$ cat config.mk
export PLATFORM = sky130hd
export DESIGN_NAME = mandelbrot_escape_iteration_top
export DESIGN_NICKNAME = d
export VERILOG_FILES = /design/src/hdl/mei_pkg.sv /design/src/hdl/mei_datapath.sv /design/src/hdl/mei_seq.sv /design/src/hdl/mandelbrot_escape_iteration_top.sv
export SDC_FILE = /design/constraint.sdc
export NUM_CORES = 2
export LEC_CHECK = 0
export ABC_AREA = 0
export BUFFER_PORTS_ARGS = -buffer_cell sky130_fd_sc_hd__buf_2
export CAP_MARGIN = 20
export CORE_UTILIZATION = 40
export DETAILED_ROUTE_END_ITERATION = 7
export GPL_TIMING_DRIVEN = 0
export SLEW_MARGIN = 5
export SYNTH_ARGS = -nofsm -noshare
export SYNTH_HDL_FRONTEND = slang
export SYNTH_SLANG_ARGS = --single-unit
$ cat constraint.sdc
create_clock -name clk -period 8.82 [get_ports clk]
set_input_delay 0.441 -clock clk [delete_from_list [all_inputs] [get_ports clk]]
set_output_delay 0.441 -clock clk [all_outputs]
set_load 0.05 [all_outputs]
$ cat src/hdl/mei_pkg.sv
// Shared types and constants for the escape-time iteration block.
`timescale 1ns / 1ps

package mei_pkg;

	// Fixed number format of c and z: signed, DATA_WIDTH bits, FRAC_BITS fraction bits
	localparam int DATA_WIDTH = 32;
	localparam int FRAC_BITS  = 28;
	localparam int ITER_WIDTH = 10;

	localparam logic [ITER_WIDTH-1:0] MAX_ITER_RESET = 10'd100;

	// One input beat: the point c
	typedef struct packed {
		logic signed [DATA_WIDTH-1:0] c_real;
		logic signed [DATA_WIDTH-1:0] c_imag;
	} mei_in_t;

	// One result beat
	typedef struct packed {
		logic [ITER_WIDTH-1:0] iteration_count;
		logic                  escaped;
	} mei_out_t;

	// Sequencer states
	typedef enum logic [2:0] {
		ST_IDLE,
		ST_AB,
		ST_UPD,
		ST_RR,
		ST_II,
		ST_CHK
	} mei_state_t;

	// Operand pair for the shared multiplier
	typedef enum logic [1:0] {
		MUL_AB,
		MUL_RR,
		MUL_II
	} mei_mul_sel_t;

	// Sequencer to datapath
	typedef struct packed {
		logic         load;
		logic         upd_z;
		logic         ld_rr;
		logic         ld_ii;
		mei_mul_sel_t mul_sel;
	} mei_ctrl_t;

	// Datapath to sequencer
	typedef struct packed {
		logic esc_mag;
		logic esc_sum;
	} mei_stat_t;

endpackage

$ cat src/hdl/mei_datapath.sv
// Datapath: shared signed multiplier, z registers, update and escape tests.
`timescale 1ns / 1ps

module mei_datapath (
	input  logic               clk,
	input  mei_pkg::mei_in_t   point,
	input  mei_pkg::mei_ctrl_t ctrl,
	output mei_pkg::mei_stat_t stat
);

	localparam int W  = mei_pkg::DATA_WIDTH;
	localparam int F  = mei_pkg::FRAC_BITS;
	localparam int ZW = W + 2;
	localparam int PW = 2 * W;

	localparam logic signed [ZW-1:0] TWO_POS = ZW'(1) <<< (F + 1);
	localparam logic signed [ZW-1:0] TWO_NEG = -TWO_POS;
	localparam logic [PW:0]          SQ_LIM  = (PW + 1)'(1) << (2 * F + 2);

	logic signed [W-1:0]  cr_q, ci_q, zr_q, zi_q;
	logic signed [PW-1:0] rr_q, ii_q, p_q;
	logic signed [W-1:0]  mul_a, mul_b;
	logic signed [PW-1:0] diff, re_sh, im_sh;
	logic signed [ZW-1:0] nr, ni;
	logic [PW:0]          sq_sum;

	// Pick the operand pair for the shared multiplier
	always_comb begin
		unique case (ctrl.mul_sel)
			mei_pkg::MUL_AB: begin
				mul_a = zr_q;
				mul_b = zi_q;
			end
			mei_pkg::MUL_RR: begin
				mul_a = zr_q;
				mul_b = zr_q;
			end
			mei_pkg::MUL_II: begin
				mul_a = zi_q;
				mul_b = zi_q;
			end
			default: begin
				mul_a = zr_q;
				mul_b = zi_q;
			end
		endcase
	end

	// Form the next z from the stored squares and the registered cross product
	always_comb begin
		diff  = rr_q - ii_q;
		re_sh = diff >>> F;
		im_sh = (p_q <<< 1) >>> F;
		nr    = $signed(re_sh[ZW-1:0]) + $signed({{(ZW - W){cr_q[W-1]}}, cr_q});
		ni    = $signed(im_sh[ZW-1:0]) + $signed({{(ZW - W){ci_q[W-1]}}, ci_q});
	end

	// Escape by a component beyond 2, or by |z|^2 beyond 4 (p_q holds zi^2 here)
	always_comb begin
		sq_sum       = {1'b0, rr_q} + {1'b0, p_q};
		stat.esc_mag = (nr > TWO_POS) || (nr < TWO_NEG) || (ni > TWO_POS) || (ni < TWO_NEG);
		stat.esc_sum = sq_sum > SQ_LIM;
	end

	// Advance the working registers
	always_ff @(posedge clk) begin
		p_q <= mul_a * mul_b;
		if (ctrl.load) begin
			cr_q <= point.c_real;
			ci_q <= point.c_imag;
			zr_q <= '0;
			zi_q <= '0;
			rr_q <= '0;
			ii_q <= '0;
		end else begin
			if (ctrl.upd_z) begin
				zr_q <= nr[W-1:0];
				zi_q <= ni[W-1:0];
			end
			if (ctrl.ld_rr) begin
				rr_q <= p_q;
			end
			if (ctrl.ld_ii) begin
				ii_q <= p_q;
			end
		end
	end

endmodule

$ cat src/hdl/mei_seq.sv
// Sequencer: steps the shared multiplier through each iteration and counts iterations.
`timescale 1ns / 1ps

module mei_seq (
	input  logic                            clk,
	input  logic                            arst_n,
	input  logic                            start,
	input  logic [mei_pkg::ITER_WIDTH-1:0]  max_iterations,
	input  mei_pkg::mei_stat_t              stat,
	output mei_pkg::mei_ctrl_t              ctrl,
	output logic                            busy,
	output logic                            done,
	output mei_pkg::mei_out_t               result
);

	localparam int IW = mei_pkg::ITER_WIDTH;

	mei_pkg::mei_state_t state_q, state_d;
	logic [IW-1:0]       iter_q;
	logic                iter_inc;
	logic                fin, fin_esc;
	logic                last_iter;
	logic                done_q;
	mei_pkg::mei_out_t   result_q;

	assign last_iter = ({1'b0, iter_q} + (IW + 1)'(1)) == {1'b0, max_iterations};

	// Hold the state register
	always_ff @(posedge clk or negedge arst_n) begin
		if (!arst_n) begin
			state_q <= mei_pkg::ST_IDLE;
		end else begin
			state_q <= state_d;
		end
	end

	// Decide next state and drive datapath controls
	always_comb begin
		state_d      = state_q;
		ctrl         = '0;
		ctrl.mul_sel = mei_pkg::MUL_AB;
		iter_inc     = 1'b0;
		fin          = 1'b0;
		fin_esc      = 1'b0;
		unique case (state_q)
			mei_pkg::ST_IDLE: begin
				if (start) begin
					ctrl.load = 1'b1;
					if (max_iterations == '0) begin
						fin = 1'b1;
					end else begin
						state_d = mei_pkg::ST_AB;
					end
				end
			end
			mei_pkg::ST_AB: begin
				state_d = mei_pkg::ST_UPD;
			end
			mei_pkg::ST_UPD: begin
				ctrl.upd_z = 1'b1;
				if (stat.esc_mag) begin
					fin     = 1'b1;
					fin_esc = 1'b1;
					state_d = mei_pkg::ST_IDLE;
				end else begin
					state_d = mei_pkg::ST_RR;
				end
			end
			mei_pkg::ST_RR: begin
				ctrl.mul_sel = mei_pkg::MUL_RR;
				state_d      = mei_pkg::ST_II;
			end
			mei_pkg::ST_II: begin
				ctrl.mul_sel = mei_pkg::MUL_II;
				ctrl.ld_rr   = 1'b1;
				state_d      = mei_pkg::ST_CHK;
			end
			mei_pkg::ST_CHK: begin
				// cross product for the next iteration is formed in this cycle
				ctrl.ld_ii = 1'b1;
				priority if (stat.esc_sum) begin
					fin     = 1'b1;
					fin_esc = 1'b1;
					state_d = mei_pkg::ST_IDLE;
				end else if (last_iter) begin
					fin     = 1'b1;
					state_d = mei_pkg::ST_IDLE;
				end else begin
					iter_inc = 1'b1;
					state_d  = mei_pkg::ST_UPD;
				end
			end
			default: begin
				state_d = mei_pkg::ST_IDLE;
			end
		endcase
	end

	// Count iterations and pulse the result beat
	always_ff @(posedge clk or negedge arst_n) begin
		if (!arst_n) begin
			iter_q <= '0;
			done_q <= 1'b0;
		end else begin
			done_q <= fin;
			if (ctrl.load) begin
				iter_q <= '0;
			end else if (iter_inc) begin
				iter_q <= iter_q + IW'(1);
			end
		end
	end

	// Capture the result payload
	always_ff @(posedge clk) begin
		if (fin) begin
			result_q.escaped         <= fin_esc;
			result_q.iteration_count <= fin_esc ? iter_q : '0;
		end
	end

	assign busy   = state_q != mei_pkg::ST_IDLE;
	assign done   = done_q;
	assign result = result_q;

endmodule

$ cat src/hdl/mandelbrot_escape_iteration_top.sv
// Top level of the escape-time iteration block: config register, sequencer, datapath.
`timescale 1ns / 1ps

// Escape-time iteration for one complex point c per command.
// Input: assert start with point (c_real, c_imag, signed Q4.28); the beat is taken
// at an edge where start is high and busy is low. busy stays high while the point
// is worked on, and no new point is taken until it drops.
// Output: done is high for exactly one cycle with result (iteration_count, escaped).
// The receiver cannot stall; the beat is gone after that cycle.
// Configuration: cfg_we with cfg_wdata writes max_iterations (reset value 100).
// Write it only while the block is idle.
// Schedule: one shared signed 32x32 multiplier forms z_re*z_im, z_re^2 and z_im^2 in
// turn, so one iteration takes four sequencer steps. A point that escapes by a
// component beyond 2 is caught in the update step, and by |z|^2 beyond 4 in the
// check step; a point that does not escape runs max_iterations iterations, and
// max_iterations = 0 gives done without running any iteration.
// busy drops in the cycle done is shown, so the next point can be taken then.
// Reset: arst_n clears the sequencer to idle, drops done and restores the limit.

module mandelbrot_escape_iteration_top (
	input  logic                           clk,
	input  logic                           arst_n,
	input  logic                           start,
	input  mei_pkg::mei_in_t               point,
	output logic                           busy,
	output logic                           done,
	output mei_pkg::mei_out_t              result,
	input  logic                           cfg_we,
	input  logic [mei_pkg::ITER_WIDTH-1:0] cfg_wdata
);

	logic [mei_pkg::ITER_WIDTH-1:0] max_iter_q;
	mei_pkg::mei_ctrl_t             ctrl;
	mei_pkg::mei_stat_t             stat;

	// Hold the iteration limit
	always_ff @(posedge clk or negedge arst_n) begin
		if (!arst_n) begin
			max_iter_q <= mei_pkg::MAX_ITER_RESET;
		end else if (cfg_we) begin
			max_iter_q <= cfg_wdata;
		end
	end

	mei_seq u_seq (
		.clk            (clk),
		.arst_n         (arst_n),
		.start          (start),
		.max_iterations (max_iter_q),
		.stat           (stat),
		.ctrl           (ctrl),
		.busy           (busy),
		.done           (done),
		.result         (result)
	);

	mei_datapath u_datapath (
		.clk   (clk),
		.point (point),
		.ctrl  (ctrl),
		.stat  (stat)
	);

	// A result beat only appears once the sequencer is back at idle
	a_done_idle: assert property (@(posedge clk) disable iff (!arst_n)
		done |-> !busy)
		else $error("result beat while busy");

	// A point that did not escape reports index zero
	a_no_esc_zero: assert property (@(posedge clk) disable iff (!arst_n)
		(done && !result.escaped) |-> (result.iteration_count == '0))
		else $error("nonzero count without escape");

	// An accepted point with a nonzero limit starts work
	a_start_busy: assert property (@(posedge clk) disable iff (!arst_n)
		(start && !busy && (max_iter_q != '0)) |=> busy)
		else $error("accepted point did not start");

	// Work begins only from an accepted command
	a_busy_cause: assert property (@(posedge clk) disable iff (!arst_n)
		$rose(busy) |-> $past(start))
		else $error("busy without start");

endmodule

# == After elaboration in Yosys (flattened, before gate mapping) ==
# Index checks and enable logic that the tools add are counted.
# classes
addsub,6
n_mul,1
order_cmp,5
eq_ne,10
mux,27
n_reduce_logical,8
# ops
op,n
34-bit by 32-bit adder with 34-bit output,2
34-bit by 31-bit greater-than comparator with 1-bit output (second input constant),2
34-bit by 30-bit < comparator with 1-bit output (second input constant),2
64-bit by 64-bit adder with 65-bit output,1
65-bit by 59-bit greater-than comparator with 1-bit output (second input constant),1
32-bit by 32-bit multiplier with 64-bit output,1
32-bit 2-to-1 mux,2
62-bit subtractor,1
10-bit 2-to-1 mux,2
3-bit one-hot mux with 6 select lines,1
1-bit 2-to-1 mux,14
10-bit by 1-bit adder with 11-bit output (second input constant),1
11-bit by 10-bit == test with 1-bit output,1
10-bit by 1-bit adder with 10-bit output (second input constant),1
10-bit logical NOT,1
3-bit 2-to-1 mux,3
3-bit by 2-bit == test with 1-bit output (second input constant),2
3-bit == test (second input constant),2
2-bit 2-to-1 mux,2
2-bit != test (second input constant),2
2-bit one-hot mux with 2 select lines,1
3-bit by 1-bit == test with 1-bit output (second input constant),1
3-bit logical NOT,1
1-bit logical OR,3
7 further kinds,7
# totals
ff_bits,353
out_inout_bits,13
wordCells,70

# == Longest topological paths before layout ==
# depth
ltp_word,8
depth_mapped,35
mapped_depth_nobuf,33

# == Hierarchy ==
# From an unflattened synthesis, not the netlist that was laid out.
# unflattened
cells_unflattened,6452
hier_area_um2,57615.3
# modules_own_cells
module,n_inst,cells_per_inst,area_per_inst_um2,seq_area_each_um2
mei_datapath,1,6278,55698.4,7006.7
mei_seq,1,153,1501.4,680.7
mandelbrot_escape_iteration_top,1,21,415.4,254.0

# == Worst setup path before layout ==
# OpenSTA, ideal clock, no wires.
# synth_timing
path_kind,reg2reg
from,register u_seq.state_q[0]
to,register u_datapath.p_q[62]
setup_ns,0.072
t_arrival_ns,9.111
required_ns,8.748
path_slack_ns,-0.363
path_stages_with_launch,31
period_less_slack_ns,9.183
path_cell_list,dfrtp_1 -> clkbuf_1 -> nor3_1 -> buf_1 -> clkbuf_1 -> mux2i_1 -> clkbuf_1 -> nor2_1 -> fa_1 -> fa_1 -> inv_1 -> fa_1 -> fa_1 -> inv_1 -> fa_1 -> fa_1 -> fa_1 -> fa_1 -> ha_1 -> a21o_1 -> a21o_1 -> a21o_1 -> o21bai_1 -> a221oi_1 -> nor3b_1 -> a211oi_1 -> o31ai_1 -> o21a_1 -> o21ai_0 -> a31oi_1 -> xnor2_1
# synth_between
elab_chain_len,5
elab_cells_between_ends,8
classes_between,mul: 1; eq/ne: 4; mux: 3
# synth_lines
element,line,text
start: declaration,mei_seq.sv:18,"mei_pkg::mei_state_t state_q, state_d;"
start signal: assignment,mei_seq.sv:31,state_q <= mei_pkg::ST_IDLE;
start signal: assignment,mei_seq.sv:33,state_q <= state_d;
3-bit == test / 3-bit by 2-bit == test with 1-bit output (equally long branches),mei_seq.sv:45,unique case (state_q)
2-bit one-hot mux with 2 select lines (*),mei_seq.sv:45,
2-bit == test / 2-bit by 1-bit == test with 1-bit output (equally long branches),mei_datapath.sv:29,unique case (ctrl.mul_sel)
32-bit 2-to-1 mux,mei_datapath.sv:29,
32-bit by 32-bit multiplier with 64-bit output (*),mei_datapath.sv:67,p_q <= mul_a * mul_b;
end signal: assignment,mei_datapath.sv:67,
end: declaration,mei_datapath.sv:21,"logic signed [PW-1:0] rr_q, ii_q, p_q;"
# Every way passes the cells marked *; elsewhere a longest branch is shown, timed or not.
# A chain may end at the register's enable or synchronous reset.

# == Final worst setup path ==
# layout_timing
from,register u_seq.state_q[0]
to,register u_datapath.p_q[63]
# Same word-level chain as after synthesis.

==> qor.yml <==
status: "finished with violations"
violations: "setup timing"
fin_ws_ns: -0.168
drv_cap: 0
end_kind: "flip-flop"
globalplace.congestion: 1.02
worstPathRequired_ns: 9.29
grt_pass1_wl_um: 356000
drv_slew: 0
crit_buf_inv: 9
vias_per_cell: 5.64
die_w_um: 385
drtIter0Drc: 5064
ios: 91
reg2reg_from: "u_seq.state_q[0]"
skew_ns: 0.0349
grt.overflow.total: 0
period_share_pct: 102
clkLatencyLatePin_ns: 0.62
worstHoldEndpoint: "u_datapath.cr_q[8]"
design.die.area_mm2: 0.148
rr_worst_depth: 33
hold_viol: 0
regToRegEndpoint: "u_datapath.p_q[63]"
finalCriticalPeriod_ns: 8.99
crit_family: "adder cells"
drtAntennaViolNets: 0
synth_ff_type: "dfxtp_1"
worst_slew_pin_slew_ns: 1.17
synth_warnings: 0
cts_tree: "built"
final_common_cell: "inv_1"
die_h_um: 385
critPathMaxStageDelay_ns: 0.56
hold_class: "input port to flip-flop"
netlist_instances: 6790
ys_types: 105
dr_total_vias: 51900
clk_path_buf_depth: 3
synth_nets: 8328
synth-edff-count: 75
layout.cells.non_filler: 9192
clockRootBuffer: "clkbuf_16"
synth_seq_cells: 353
rows: 140
syn_to_final_growth_pct: 18.8
first_global_vias: 53000
first_pass_iters: 8
route.detailed.drc: 0
rsz0062_at_grt: "yes"
grt_max_degree: 49
slew_headroom_pct: 20.7
drive_gt1_share_pct: 13.4
dp_hpwl_um: 198000
critical_path.most_common_cell: "fa_1"
cts-buffers-inserted: 41
layout.nets: 8772
portBuffers: 89
mostFrequentLayoutCells: "inv_1, nand2_1, fa_1"
dp.cells: 8841
criticalPathCategory: "flip-flop to flip-flop"
start_util_pct: 40.3
htree_levels: 2
dp_slack_ns: -3.18
fmax_mhz: 111
core_area_mm2: 0.146
start_kind: "flip-flop"
r2r_slack_ns: -0.17
finalSetupViolCount: 8
avgRoutedWirePerCell_um: 26.8
crit_fanout: 7
synth.avg_cell_area_um2: 8.64
hold_start: "point[40]"
fin_util_pct: 47.9
setup_tns_ns: -0.908
track_usage_pct: 33.4
crit_slowest_cell: "fa_1"
clock-sinks: 353
drt-total-wl_um: 247000
arrival_ns: 9.45
yosysSeqAreaShare_pct: 13.5
syn_area_mm2: 0.0587
clk_pin_slew_ns: 0.07
async_flop_share_pct: 6.80
worst_hold_path.num_cells: 1
antenna_found_initial: 12
==> worst reg2reg max path: cells and delay by family, from the launching register on <==
family                     cells  cell delay, ns
adders and majority gates      9            4.17
AOI/OAI and AO/OA             11            2.19
buffers and inverters          9            1.24
DFF                            1            0.47
muxes                          1            0.36
and+or+nand+nor                2            0.30
xor gates and xnor gates       1            0.13
==> metrics by stage <==
stage	hold WS, ns	cell area, µm²
detailed placement	0.447	62300
floorplan	0.145	58700
finish	0.0219	69700
CTS	0.000376	68800
global route	0.00797	69700
global placement	0.441	61500
==> kinds of logic (layout without fill, tap and decap cells) <==
| logic type | after synthesis | after routing | synth area share [%] |
|---|---|---|---|
| fa+ha+maj | 1460 | 1460 | 45.0 |
| simple gates | 2177 | 2177 | 15.6 |
| xor+xnor | 192 | 192 | 2.87 |
| flops | 353 | 353 | 13.5 |
| other cells | 0 | 8 | 0 |
| compound gates | 1066 | 1066 | 11.6 |
| mux | 120 | 120 | 2.15 |
| buf+inv | 1422 | 1899 | 9.21 |
==> cell usage after synthesis (all sizes together) (46+ instances only) <==
| cell type | n | area (µm²) |
|---|---|---|
| clkbuf | 238 | 896 |
| mux2i | 74 | 741 |
| nand4 | 55 | 344 |
| a21oi | 433 | 2190 |
| nor2 | 698 | 2620 |
| fa | 1085 | 21700 |
| a21o | 111 | 833 |
| edfxtp | 75 | 2250 |
| nand3 | 57 | 290 |
| nand2 | 1092 | 4100 |
| inv | 1138 | 4270 |
| mux2 | 46 | 518 |
| dfxtp | 254 | 5080 |
| ha | 375 | 4690 |
| xnor2 | 117 | 1020 |
| o21ai | 165 | 833 |
| nor3 | 62 | 320 |
| xor2 | 75 | 657 |
==> sequential cells by signal (all words and copies together), names as in the netlist <==
name             count
u_seq.done           1
u_datapath.ci_q     32
u_seq.result        11
u_seq.iter_q        10
u_seq.state_q        3
u_datapath.zr_q     32
u_datapath.cr_q     32
u_datapath.rr_q     64
max_iter_q          10
u_datapath.p_q      64
u_datapath.zi_q     32
u_datapath.ii_q     62
==> worst max path at each step <==
stage / endpoint / slack (ns) / startpoint / cells after the start
6_report: u_datapath.p_q[63] / -0.17 / u_seq.state_q[0] / 33
2_1_floorplan: u_datapath.p_q[62] / 0.03 / u_seq.state_q[0] / 30
3_3_place_gp: u_datapath.p_q[62] / -5.02 / u_seq.state_q[2] / 29
5_1_grt: u_datapath.p_q[61] / -0.36 / u_seq.state_q[0] / 35
3_5_place_dp: u_datapath.p_q[63] / -3.18 / u_seq.state_q[2] / 34
4_1_cts: u_datapath.p_q[63] / -0.06 / u_seq.state_q[1] / 34
==> layer usage <==
layer	track usage (%)	vias up	wire [µm]
met4	19.7	6	18100
met3	7.08	716	24200
met1	43.0	26100	96300
li1	-	22400	-
met5	0.292	-	41
met2	51.6	2640	108000
==> final cells by class <==
type | instances | area, µm²
fillers | 13900 | 75900
multi-input cells | 5015 | 47200
flip-flops and latches | 353 | 7950
inverters | 1138 | 4290
repair buffers | 407 | 3750
plain buffers | 278 | 2710
well taps | 1917 | 2400
clock buffers | 48 | 1060
clock inverters | 28 | 362
diodes | 8 | 20.0
==> repair_timing <==
action	4_1_cts	5_1_grt
hold endpoints to repair	59	0
gates cloned	7	0
setup buffers	179	50
hold buffers	39	0
setup endpoints to repair	50	20
pin swaps	115	53
resized for setup	732	132
Power is left out: the tool's default activity adds up to more than one toggle a clock period on the data nets, which glitch-free logic cannot reach.
